===== config.mk =====
export PLATFORM = sky130hd
export DESIGN_NAME = gray_pixel_bit_packer
export DESIGN_NICKNAME = d
export VERILOG_FILES = /design/src/hdl/gpbp_pkg.sv /design/src/hdl/gpbp_front.sv /design/src/hdl/gpbp_queue.sv /design/src/hdl/gpbp_back.sv /design/src/hdl/gray_pixel_bit_packer.sv
export SDC_FILE = /design/constraint.sdc
export NUM_CORES = 1
export LEC_CHECK = 0
export ABC_AREA = 1
export BUFFER_PORTS_ARGS = -buffer_cell sky130_fd_sc_hd__buf_2
export CELL_PAD_IN_SITES_DETAIL_PLACEMENT = 1
export CELL_PAD_IN_SITES_GLOBAL_PLACEMENT = 2
export CORE_ASPECT_RATIO = 1.5
export CORE_MARGIN = 1
export CORE_UTILIZATION = 43
export DETAILED_ROUTE_END_ITERATION = 16
export GPL_TIMING_DRIVEN = 0
export PLACE_DENSITY = 0.9
export SYNTH_ARGS = -nofsm -noshare
export SYNTH_HDL_FRONTEND = slang
export SYNTH_SLANG_ARGS = --single-unit

===== constraint.sdc =====
create_clock -name clk_i -period 6.1 [get_ports clk_i]
set_input_delay 0.305 -clock clk_i [delete_from_list [all_inputs] [get_ports clk_i]]
set_output_delay 0.305 -clock clk_i [all_outputs]
set_load 0.01 [all_outputs]

===== src/hdl/gpbp_pkg.sv =====
`default_nettype none
// ----------------------------------------------------------------------------
// gpbp_pkg
// Shared types and constants for the gray pixel bit packer.
// ----------------------------------------------------------------------------
package gpbp_pkg;

  localparam int AccBits = 40;

  // out_mode codes
  localparam logic [1:0] ModeRaw8  = 2'd0;
  localparam logic [1:0] ModeRaw10 = 2'd1;
  localparam logic [1:0] ModeRaw12 = 2'd2;

  localparam logic [1:0] ModeReset = ModeRaw10;

  // one packed group handed from the front to the back
  typedef struct packed {
    logic [AccBits-1:0] data;     // first pixel in the lowest bits
    logic [2:0]         nbytes;   // 1 to 5
    logic               row_end;
  } grp_t;

endpackage

`default_nettype wire


===== src/hdl/gpbp_front.sv =====
`default_nettype none
// ----------------------------------------------------------------------------
// gpbp_front
// Accepts pixels, accumulates them into a group and emits finished groups.
// ----------------------------------------------------------------------------
module gpbp_front import gpbp_pkg::*; (
  input  wire logic       clk_i,
  input  wire logic       rst_ni,
  input  wire logic [1:0] mode_i,
  input  wire logic       clear_i,
  input  wire logic       accept_i,
  input  wire logic [15:0] pixel_i,
  input  wire logic       row_end_i,
  output logic            grp_push_o,
  output grp_t            grp_o
);

  logic [AccBits-1:0] acc_q, acc_d;
  logic [1:0]         cnt_q, cnt_d;
  logic [AccBits-1:0] pix_shift;
  logic [AccBits-1:0] acc_new;
  logic [2:0]         cnt_new;
  logic               emit;
  logic [2:0]         nbytes;
  logic               is_raw8;

  assign is_raw8 = (mode_i != ModeRaw10) && (mode_i != ModeRaw12);

  always_comb begin
    pix_shift = '0;
    cnt_new   = 3'd1;
    if (mode_i == ModeRaw10) begin
      case (cnt_q)
        2'd0:    pix_shift = {30'd0, pixel_i[9:0]};
        2'd1:    pix_shift = {20'd0, pixel_i[9:0], 10'd0};
        2'd2:    pix_shift = {10'd0, pixel_i[9:0], 20'd0};
        2'd3:    pix_shift = {pixel_i[9:0], 30'd0};
        default: pix_shift = '0;
      endcase
      cnt_new = {1'b0, cnt_q} + 3'd1;
    end else begin
      // a count of two or more cannot be held in 12-bit mode; treat as start
      if (cnt_q == 2'd1) begin
        pix_shift = {16'd0, pixel_i[11:0], 12'd0};
        cnt_new   = 3'd2;
      end else begin
        pix_shift = {28'd0, pixel_i[11:0]};
        cnt_new   = 3'd1;
      end
    end
    acc_new = acc_q | pix_shift;
  end

  always_comb begin
    emit   = 1'b1;
    nbytes = 3'd1;
    if (is_raw8) begin
      emit   = 1'b1;
      nbytes = 3'd1;
    end else if (mode_i == ModeRaw10) begin
      emit = (cnt_new == 3'd4) || row_end_i;
      // ceil(10 * n / 8) = n + 1 for n = 1..4
      nbytes = cnt_new + 3'd1;
    end else begin
      emit   = (cnt_new == 3'd2) || row_end_i;
      nbytes = (cnt_new == 3'd2) ? 3'd3 : 3'd2;
    end
  end

  always_comb begin
    grp_o.data    = is_raw8 ? {32'd0, pixel_i[7:0]} : acc_new;
    grp_o.nbytes  = nbytes;
    grp_o.row_end = row_end_i;
    grp_push_o    = accept_i && emit;
  end

  always_comb begin
    acc_d = acc_q;
    cnt_d = cnt_q;
    if (clear_i) begin
      acc_d = '0;
      cnt_d = '0;
    end else if (accept_i && !is_raw8) begin
      if (emit) begin
        acc_d = '0;
        cnt_d = '0;
      end else begin
        acc_d = acc_new;
        cnt_d = cnt_new[1:0];
      end
    end
  end

  always_ff @(posedge clk_i or negedge rst_ni) begin
    if (!rst_ni) begin
      acc_q <= '0;
      cnt_q <= '0;
    end else begin
      acc_q <= acc_d;
      cnt_q <= cnt_d;
    end
  end

endmodule

`default_nettype wire


===== src/hdl/gpbp_queue.sv =====
`default_nettype none
// ----------------------------------------------------------------------------
// gpbp_queue
// Two-entry group queue between the front and the back.
// ----------------------------------------------------------------------------
module gpbp_queue import gpbp_pkg::*; (
  input  wire logic clk_i,
  input  wire logic rst_ni,
  input  wire logic push_i,
  input  wire grp_t wdata_i,
  input  wire logic pop_i,
  output grp_t      rdata_o,
  output logic      full_o,
  output logic      empty_o
);

  grp_t       mem_q [2];
  logic       wr_ptr_q, rd_ptr_q;
  logic [1:0] cnt_q;
  logic       do_push, do_pop;

  assign full_o  = (cnt_q == 2'd2);
  assign empty_o = (cnt_q == 2'd0);
  assign do_push = push_i && !full_o;
  assign do_pop  = pop_i && !empty_o;
  assign rdata_o = mem_q[rd_ptr_q];

  always_ff @(posedge clk_i) begin
    if (do_push) begin
      mem_q[wr_ptr_q] <= wdata_i;
    end
  end

  always_ff @(posedge clk_i or negedge rst_ni) begin
    if (!rst_ni) begin
      wr_ptr_q <= 1'b0;
      rd_ptr_q <= 1'b0;
      cnt_q    <= 2'd0;
    end else begin
      if (do_push) wr_ptr_q <= ~wr_ptr_q;
      if (do_pop)  rd_ptr_q <= ~rd_ptr_q;
      case ({do_push, do_pop})
        2'b10:   cnt_q <= cnt_q + 2'd1;
        2'b01:   cnt_q <= cnt_q - 2'd1;
        default: cnt_q <= cnt_q;
      endcase
    end
  end

endmodule

`default_nettype wire


===== src/hdl/gpbp_back.sv =====
`default_nettype none
// ----------------------------------------------------------------------------
// gpbp_back
// Walks the bytes of the queue head into a registered output stage.
// ----------------------------------------------------------------------------
module gpbp_back import gpbp_pkg::*; (
  input  wire logic       clk_i,
  input  wire logic       rst_ni,
  input  wire grp_t       grp_i,
  input  wire logic       grp_empty_i,
  output logic            grp_pop_o,
  input  wire logic       pop_i,
  output logic            empty_o,
  output logic [7:0]      packed_byte_o,
  output logic            run_last_o,
  output logic            row_done_o
);

  logic [2:0] idx_q, idx_d;
  logic       out_valid_q;
  logic [7:0] byte_q;
  logic       last_q, row_q;
  logic [7:0] byte_sel;
  logic       last_sel;
  logic       load;

  assign load     = !grp_empty_i && (!out_valid_q || pop_i);
  assign last_sel = ((idx_q + 3'd1) == grp_i.nbytes);
  assign grp_pop_o = load && last_sel;

  always_comb begin
    case (idx_q)
      3'd0:    byte_sel = grp_i.data[7:0];
      3'd1:    byte_sel = grp_i.data[15:8];
      3'd2:    byte_sel = grp_i.data[23:16];
      3'd3:    byte_sel = grp_i.data[31:24];
      3'd4:    byte_sel = grp_i.data[39:32];
      default: byte_sel = 8'd0;
    endcase
  end

  always_comb begin
    idx_d = idx_q;
    if (load) begin
      idx_d = last_sel ? 3'd0 : idx_q + 3'd1;
    end
  end

  always_ff @(posedge clk_i) begin
    if (load) begin
      byte_q <= byte_sel;
      last_q <= last_sel;
      row_q  <= last_sel && grp_i.row_end;
    end
  end

  always_ff @(posedge clk_i or negedge rst_ni) begin
    if (!rst_ni) begin
      idx_q       <= 3'd0;
      out_valid_q <= 1'b0;
    end else begin
      idx_q <= idx_d;
      if (load) begin
        out_valid_q <= 1'b1;
      end else if (pop_i) begin
        out_valid_q <= 1'b0;
      end
    end
  end

  assign empty_o       = !out_valid_q;
  assign packed_byte_o = byte_q;
  assign run_last_o    = last_q;
  assign row_done_o    = row_q;

endmodule

`default_nettype wire


===== src/hdl/gray_pixel_bit_packer.sv =====
`default_nettype none
// ----------------------------------------------------------------------------
// gray_pixel_bit_packer
// Packs 16-bit gray pixels LSB first into an 8, 10 or 12 bit byte stream.
// ----------------------------------------------------------------------------
// Usage:
//   Input queue side: drive pixel_i/row_end_i and raise push; the transaction
//   completes on a clock edge with push high and full low.
//   Output queue side: while empty is low the oldest byte sits on
//   packed_byte_o/run_last_o/row_done_o; pop takes it.
//   cfg_we_i writes out_mode (0 = 8, 1 = 10, 2 = 12 bit; 3 acts as 8 bit)
//   and drops any partial group. Write it only while the block is idle.
// Path: a pixel that closes a group goes into the group queue, then its first
//   byte is registered out; the rest follow one per cycle while pop is high.
// Throughput: one pixel per cycle in the front while full is low; the back
//   drains one byte per cycle while popped, so 10-bit mode packs 4 pixels
//   into 5 bytes and 12-bit mode 2 into 3. The byte-wide output stage sets the rate.
// Stalls: a two-entry group queue decouples the sides; full rises when it
//   holds two groups not yet started or in progress.
// Reset: out_mode returns to 10 bit, queue and accumulator are cleared.
// ----------------------------------------------------------------------------
module gray_pixel_bit_packer import gpbp_pkg::*; (
  input  wire logic        clk_i,
  input  wire logic        rst_ni,
  input  wire logic        cfg_we_i,
  input  wire logic [1:0]  cfg_wdata_i,
  input  wire logic        push,
  output logic             full,
  input  wire logic [15:0] pixel_i,
  input  wire logic        row_end_i,
  input  wire logic        pop,
  output logic             empty,
  output logic [7:0]       packed_byte_o,
  output logic             run_last_o,
  output logic             row_done_o
);

  logic [1:0] mode_q;
  logic       accept;
  logic       q_push, q_pop, q_full, q_empty;
  grp_t       q_wdata, q_rdata;

  always_ff @(posedge clk_i or negedge rst_ni) begin
    if (!rst_ni) begin
      mode_q <= ModeReset;
    end else if (cfg_we_i) begin
      mode_q <= cfg_wdata_i;
    end
  end

  assign full   = q_full;
  assign accept = push && !q_full;

  gpbp_front u_front (
    .clk_i      (clk_i),
    .rst_ni     (rst_ni),
    .mode_i     (mode_q),
    .clear_i    (cfg_we_i),
    .accept_i   (accept),
    .pixel_i    (pixel_i),
    .row_end_i  (row_end_i),
    .grp_push_o (q_push),
    .grp_o      (q_wdata)
  );

  gpbp_queue u_queue (
    .clk_i   (clk_i),
    .rst_ni  (rst_ni),
    .push_i  (q_push),
    .wdata_i (q_wdata),
    .pop_i   (q_pop),
    .rdata_o (q_rdata),
    .full_o  (q_full),
    .empty_o (q_empty)
  );

  gpbp_back u_back (
    .clk_i         (clk_i),
    .rst_ni        (rst_ni),
    .grp_i         (q_rdata),
    .grp_empty_i   (q_empty),
    .grp_pop_o     (q_pop),
    .pop_i         (pop),
    .empty_o       (empty),
    .packed_byte_o (packed_byte_o),
    .run_last_o    (run_last_o),
    .row_done_o    (row_done_o)
  );

  // a finished row always ends a group
  a_row_done_last: assert property (@(posedge clk_i) disable iff (!rst_ni)
    (!empty && row_done_o) |-> run_last_o)
    else $error("row_done without run_last");

  // the front never hands a group to a full queue
  a_no_push_full: assert property (@(posedge clk_i) disable iff (!rst_ni)
    q_push |-> !q_full)
    else $error("group pushed into full queue");

  // a new output byte only comes from a queued group
  a_load_from_queue: assert property (@(posedge clk_i) disable iff (!rst_ni)
    $fell(empty) |-> $past(!q_empty))
    else $error("output loaded from empty queue");

  // the back never pops an empty queue
  a_no_pop_empty: assert property (@(posedge clk_i) disable iff (!rst_ni)
    q_pop |-> !q_empty)
    else $error("queue popped while empty");

endmodule

`default_nettype wire

* Yosys cells after proc, flatten, opt, wreduce, memory -nomap -nowiden
Memories as Yosys holds them, arrays and structs flattened. Cells that the tools add are included.
Word-level totals: RAM bits 88, memories 1, output and inout bits 12, register bits after elaboration 62, input bits 24, logic and storage cells 82
Cells by class: equal/unequal tests 16, $add $sub $neg 5, mux-type cells 24, reductions and logical operators 22, bitwise operators 3
Memories:
- u_queue.mem_q | words 2, bits a word 44, read ports 1, clocked after memory_dff 0, write ports 1, line gpbp_queue.sv:17 | grp_t mem_q [2];
Operators by type and width (count):
- $mux W40 | 5
- $pmux W40 S4 | 1
- $or A40 B40 Y40 | 1
- $pmux W8 S5 | 1
- $mux W24 | 1
- $mux W3 | 4
- $eq A3 B2 Y1 const B | 3
- $logic_and A1 B1 Y1 | 9
- $eq A2 B2 Y1 const B | 4
- $mux W2 | 4
- $mux W1 | 7
- $add A3 B1 Y3 const B | 2
- $eq A2 B1 Y1 const B | 3
- $eq A3 B3 Y1 const B | 2
- $reduce_bool A2 Y1 | 3
- $logic_not A1 Y1 | 4
- $logic_not A2 Y1 | 2
- $pmux W2 S2 | 1
- $add A2 B1 Y3 const B | 1
- $eq A3 B1 Y1 const B | 1
- $eq A3 B3 Y1 | 1
- $logic_not A3 Y1 | 1
- $logic_or A1 B1 Y1 | 3
- $add A2 B1 Y2 const B | 1
- other kinds (4) | 5

* Logic depth before layout (Yosys ltp)
depth in word-level cells 11, mapped depth 16, depth with buffers taken out 15

* By module
A second synthesis with hierarchy kept.
Unflattened totals: cells, all modules 792, area, all modules 7783.7 um^2
By module, submodules not included:
- gpbp_queue | instances 1, area each 3902.5 um^2, cells an instance 262
- gpbp_front | instances 1, area each 2798.9 um^2, cells an instance 390
- gpbp_back | instances 1, area each 997.2 um^2, cells an instance 129
- gray_pixel_bit_packer | instances 1, area each 85.1 um^2, cells an instance 11

* Least setup slack after synthesis
Ideal clock, no wire load.
path type register to register, from register mode_q[0], to memory u_queue.mem_q[0][0] (netlist name) (enable), arrival 3655 ps, setup slack 1999 ps, path buffers 0, setup time 446 ps, stages on the path, launching flop included 10, path through dfstp_2 > ha_1 > inv_1 > or2_2 > o21ai_0 > ha_1 > nand2_1 > nor2_1 > o21ai_1 > nor2_1
On the way: longest elaborated chain between the ends 10, elaborated cells on any way between the ends 15, classes of those cells 5 x eq/ne; 5 x mux; 5 x reduce/logical
RTL lines:
- from (decl) | line gray_pixel_bit_packer.sv:38 | logic [1:0] mode_q;
- from (signal assigned) | line gray_pixel_bit_packer.sv:45 | mode_q <= ModeReset;
- from (signal assigned) | line gray_pixel_bit_packer.sv:47 | mode_q <= cfg_wdata_i;
- $eq A2 B1 Y1 | line gpbp_front.sv:32, gpbp_front.sv:60
- $mux W3 | line gpbp_front.sv:32 | if (mode_i == ModeRaw10) begin
- $eq A3 B2 Y1 / $eq A3 B3 Y1 (equally long branches) | line gpbp_front.sv:65, gpbp_front.sv:61
- $logic_or A1 B1 Y1, on equally long branches | line gpbp_front.sv:65, gpbp_front.sv:61
- $mux W1 | line gpbp_front.sv:60 | end else if (mode_i == ModeRaw10) begin
- $mux W1 * | line gpbp_front.sv:57 | if (is_raw8) begin
- $logic_and A1 B1 Y1 * | line gpbp_front.sv:74 | grp_push_o = accept_i && emit;
- $logic_and A1 B1 Y1 * | line gpbp_queue.sv:24 | assign do_push = push_i && !full_o;
- $mux W1 * | line gpbp_queue.sv:29 | if (do_push) begin
- $mux W1 (not written as such) * | line gpbp_queue.sv:30 | mem_q[wr_ptr_q] <= wdata_i;
- to (decl) | line gpbp_queue.sv:17
Every way passes the cells marked *; elsewhere a longest branch is shown, timed or not.

* Final worst setup path
from register mode_q[0], to memory u_queue.mem_q[0][42] (netlist name) (enable)
The elaborated chain is that of the path after synthesis.

==> out/qor.csv <==
metric,value,unit
Final setup viols,0,
fin util,50.5,%
cells after synthesis,690,
GRT overflow,0,
min cycle time layout,3.39,ns
synthesized area per cell,10.0,sq um
Die Y,157,microns
initial antenna violation count,0,
failing checks,negative hold slack,
# Post-CTS Setup Buffers,0,
Max Root-Sink Buffers,2,
worst hold path class,in -> async,
Pint,2.16,mW
met1 usage,27.7,%
"most common cell after layout, fill and taps aside",nand2_1,
Setup crit end kind,flop,
clock power share,29.5,%
core area,15700,sq um
"Cell Count, Final, Fillers Out",958,
crit path DAT,3.52,ns
Worst Skew,0.0101,ns
leakage power figure,3.36,nW
worst skew pair latency,0.43,ns
pwr/cell area,420,nW/um^2
DRC viols,0,
vias in the first global route,5553,
worst vdd ir,0.000160,V
setup_tns,0,ns
Die W,105,microns
CTS H-tree lvls,4,
Routed WL,19200,microns
GP Congestion,0.848,
Hold Slack,-0.0583,ns
slew margin rel.,42.1,%
starting density of the core,44.0,%
post-CTS sizing,0,
total CTS buffers,17,
Worst EP required,6.23,ns
Post-DRT Antenna Nets,0,
ANT cells,0,
Std-Cell Rows,56,
Fmax achieved,0.295,GHz
Sink Count,150,
met2 usage,45.3,%
Fin. Hold Viols,51,
combinational share of power,28.7,%
Slew @ Worst Pin,0.868,ns
Mapped Area,6900,sq um
first-pass GRT wire length,30100,microns
die area,16600,sq um
Tot GR Track Use,24.7,%
placed cells,926,
DR vias,5088,
"Most Used Layer, Global Route",met2,
Net Sw Power,1.17,mW
Routed WL per cell,20.0,microns
Sequential Power Share,41.8,%
Ys Warns,0,
TritonCTS clock tree,yes,
area delta synth->final,14.8,%
synth top area cells,"edfxtp_1 43%, dfrtp_1 18%, nand2_1 6.2%",
CP Launch Type,flop,
Yosys cell types,36,
Syn Nets,729,
Yosys top cell by area,edfxtp_1,
1st-iter DRT viols,199,
first-pass iteration count of the detailed router,4,
"commonest cells after routing, fill and taps aside","114 x nand2_1, 98 x edfxtp_1, 96 x inv_1, 88 x nor2_1, 60 x o21ai_0",
synthesis-stage register bit count,150,
clock-pin slew on the worst setup and hold paths,0.06,ns
share of the synthesized area in the top cell type,42.6,%
port bufs,31,
Root Driver,clkbuf_16,
detailed placement HPWL,13900,microns
unrepaired setup endpoints after global routing,false,
Setup CP Type,reg -> reg,
hold buffer count at CTS,0,
status,"complete, but fails checks",
fraction of layout cells with a size suffix above 1,13.0,%
Max Transition Viols Final,0,
period utilization,55.6,%
"critical path fanouts, max",26,
sequential fraction of the synthesis area,61.5,%
met3 usage,3.11,%
number of I/O pins,36,
largest net degree at the start of global routing,53,
Sw Share,35.0,%
Layout Nets,781,
Max-Cap Viols,0,
vias per cell,5.31,
area by class of cell:
type                    count  area [sq um]
flip-flops and latches    150          4250
plain buffers              24           130
inverters                 100           375
well taps                 203           254
clock buffers              19           433
repair buffers             33           205
multi-input cells         416          2170
fillers                  1761          7770
clock inverters            13           109
per-layer routing:
layer / vias to the layer above / share of wire, %
met5: - / 0
met4: 0 / 4.4
met3: 41 / 1.9
met2: 90 / 53
met1: 2543 / 41
li1: 2414 / -
Yosys cell counts:
master and n:
a21boi_2 1, a21oi_1 21, a21oi_2 11, a31oi_1 9, buf_1 1, buf_2 5
buf_4 3, buf_6 3, clkbuf_1 12, clkinv_1 1, dfrtp_1 51, dfstp_2 1
edfxtp_1 98, ha_1 15, inv_1 96, inv_2 3, mux2i_1 7, nand2_1 114
nand2_2 1, nand2_4 2, nand3_1 32, nand3b_1 2, nand4_1 4, nand4_4 1
nor2_1 90, nor2_4 1, nor3_1 6, o211ai_1 2, o21a_1 1, o21ai_0 60
o21ai_1 3, o22ai_1 16, o31ai_1 12, or2_2 1, xnor2_1 2, xor2_1 2
critical path, stage by stage (launching register included):
cell and delay (ns):
dfstp_2 0.55, ha_1 0.24, inv_1 0.12, or2_2 0.29, o21ai_0 0.19, ha_1 0.22
nand2_1 0.05, nor2_1 0.22, o21ai_1 0.25, nor2_4 0.71, buf_16 0.24
cell families after synthesis:
| group | share of synthesized area [%] |
|---|---|
| compound gates | 11.5 |
| fa+ha+maj | 2.72 |
| xor+xnor | 0.508 |
| simple gates | 15.4 |
| buf+inv | 7.32 |
| mux | 1.01 |
| flops | 61.5 |
final timing paths:
| path | startpoint | to | slack [ns] | cells past startpoint |
|---|---|---|---|---|
| min | rst_ni | u_front.acc_q[36] | -0.06 | 1 |
| min reg2reg | u_front.acc_q[22] | u_front.acc_q[22] | 0.49 | 2 |
| max reg2reg | mode_q[0] | u_queue.mem_q[0][42] | 2.71 | 10 |
| max in group asynchronous | rst_ni | u_back.idx_q[2] | 5.63 | 1 |
| max | mode_q[0] | u_queue.mem_q[0][42] | 2.71 | 10 |
| min in group clk_i | pop | u_back.out_valid_q | 0.06 | 2 |
per-stage QoR:
stage	hold slack [ns]	worst slack, ns	area (sq um)	total power [mW]
floorplan	0.00941	2.00	6900	2.00
global placement	0.469	0.923	7310	2.30
detailed placement	0.483	2.72	7380	2.36
CTS	0.0526	2.68	7920	3.36
global route	0.00844	2.49	7920	3.50
finish	-0.0583	2.71	7920	3.33
state kept, by name, summed over array words and instances, names as in the netlist:
signal	cells
u_front.cnt_q	2
u_back.row_done_o	1
u_front.acc_q	40
u_back.out_valid_q	1
u_back.run_last_o	1
mode_q	2
u_back.packed_byte_o	8
u_queue.mem_q	88
u_queue.rd_ptr_q	1
u_back.idx_q	3
u_queue.wr_ptr_q	1
u_queue.cnt_q	2
power groups by stage:
stage               logic [mW]  registers (mW)  clock network (mW)
finish                   0.956            1.39               0.981
global route              1.06            1.41                1.03
CTS                      0.971            1.39               0.997
detailed placement       0.956            1.41                   0
global placement         0.890            1.41                   0
floorplan                0.581            1.42                   0
(Power assumes the default switching activity.)
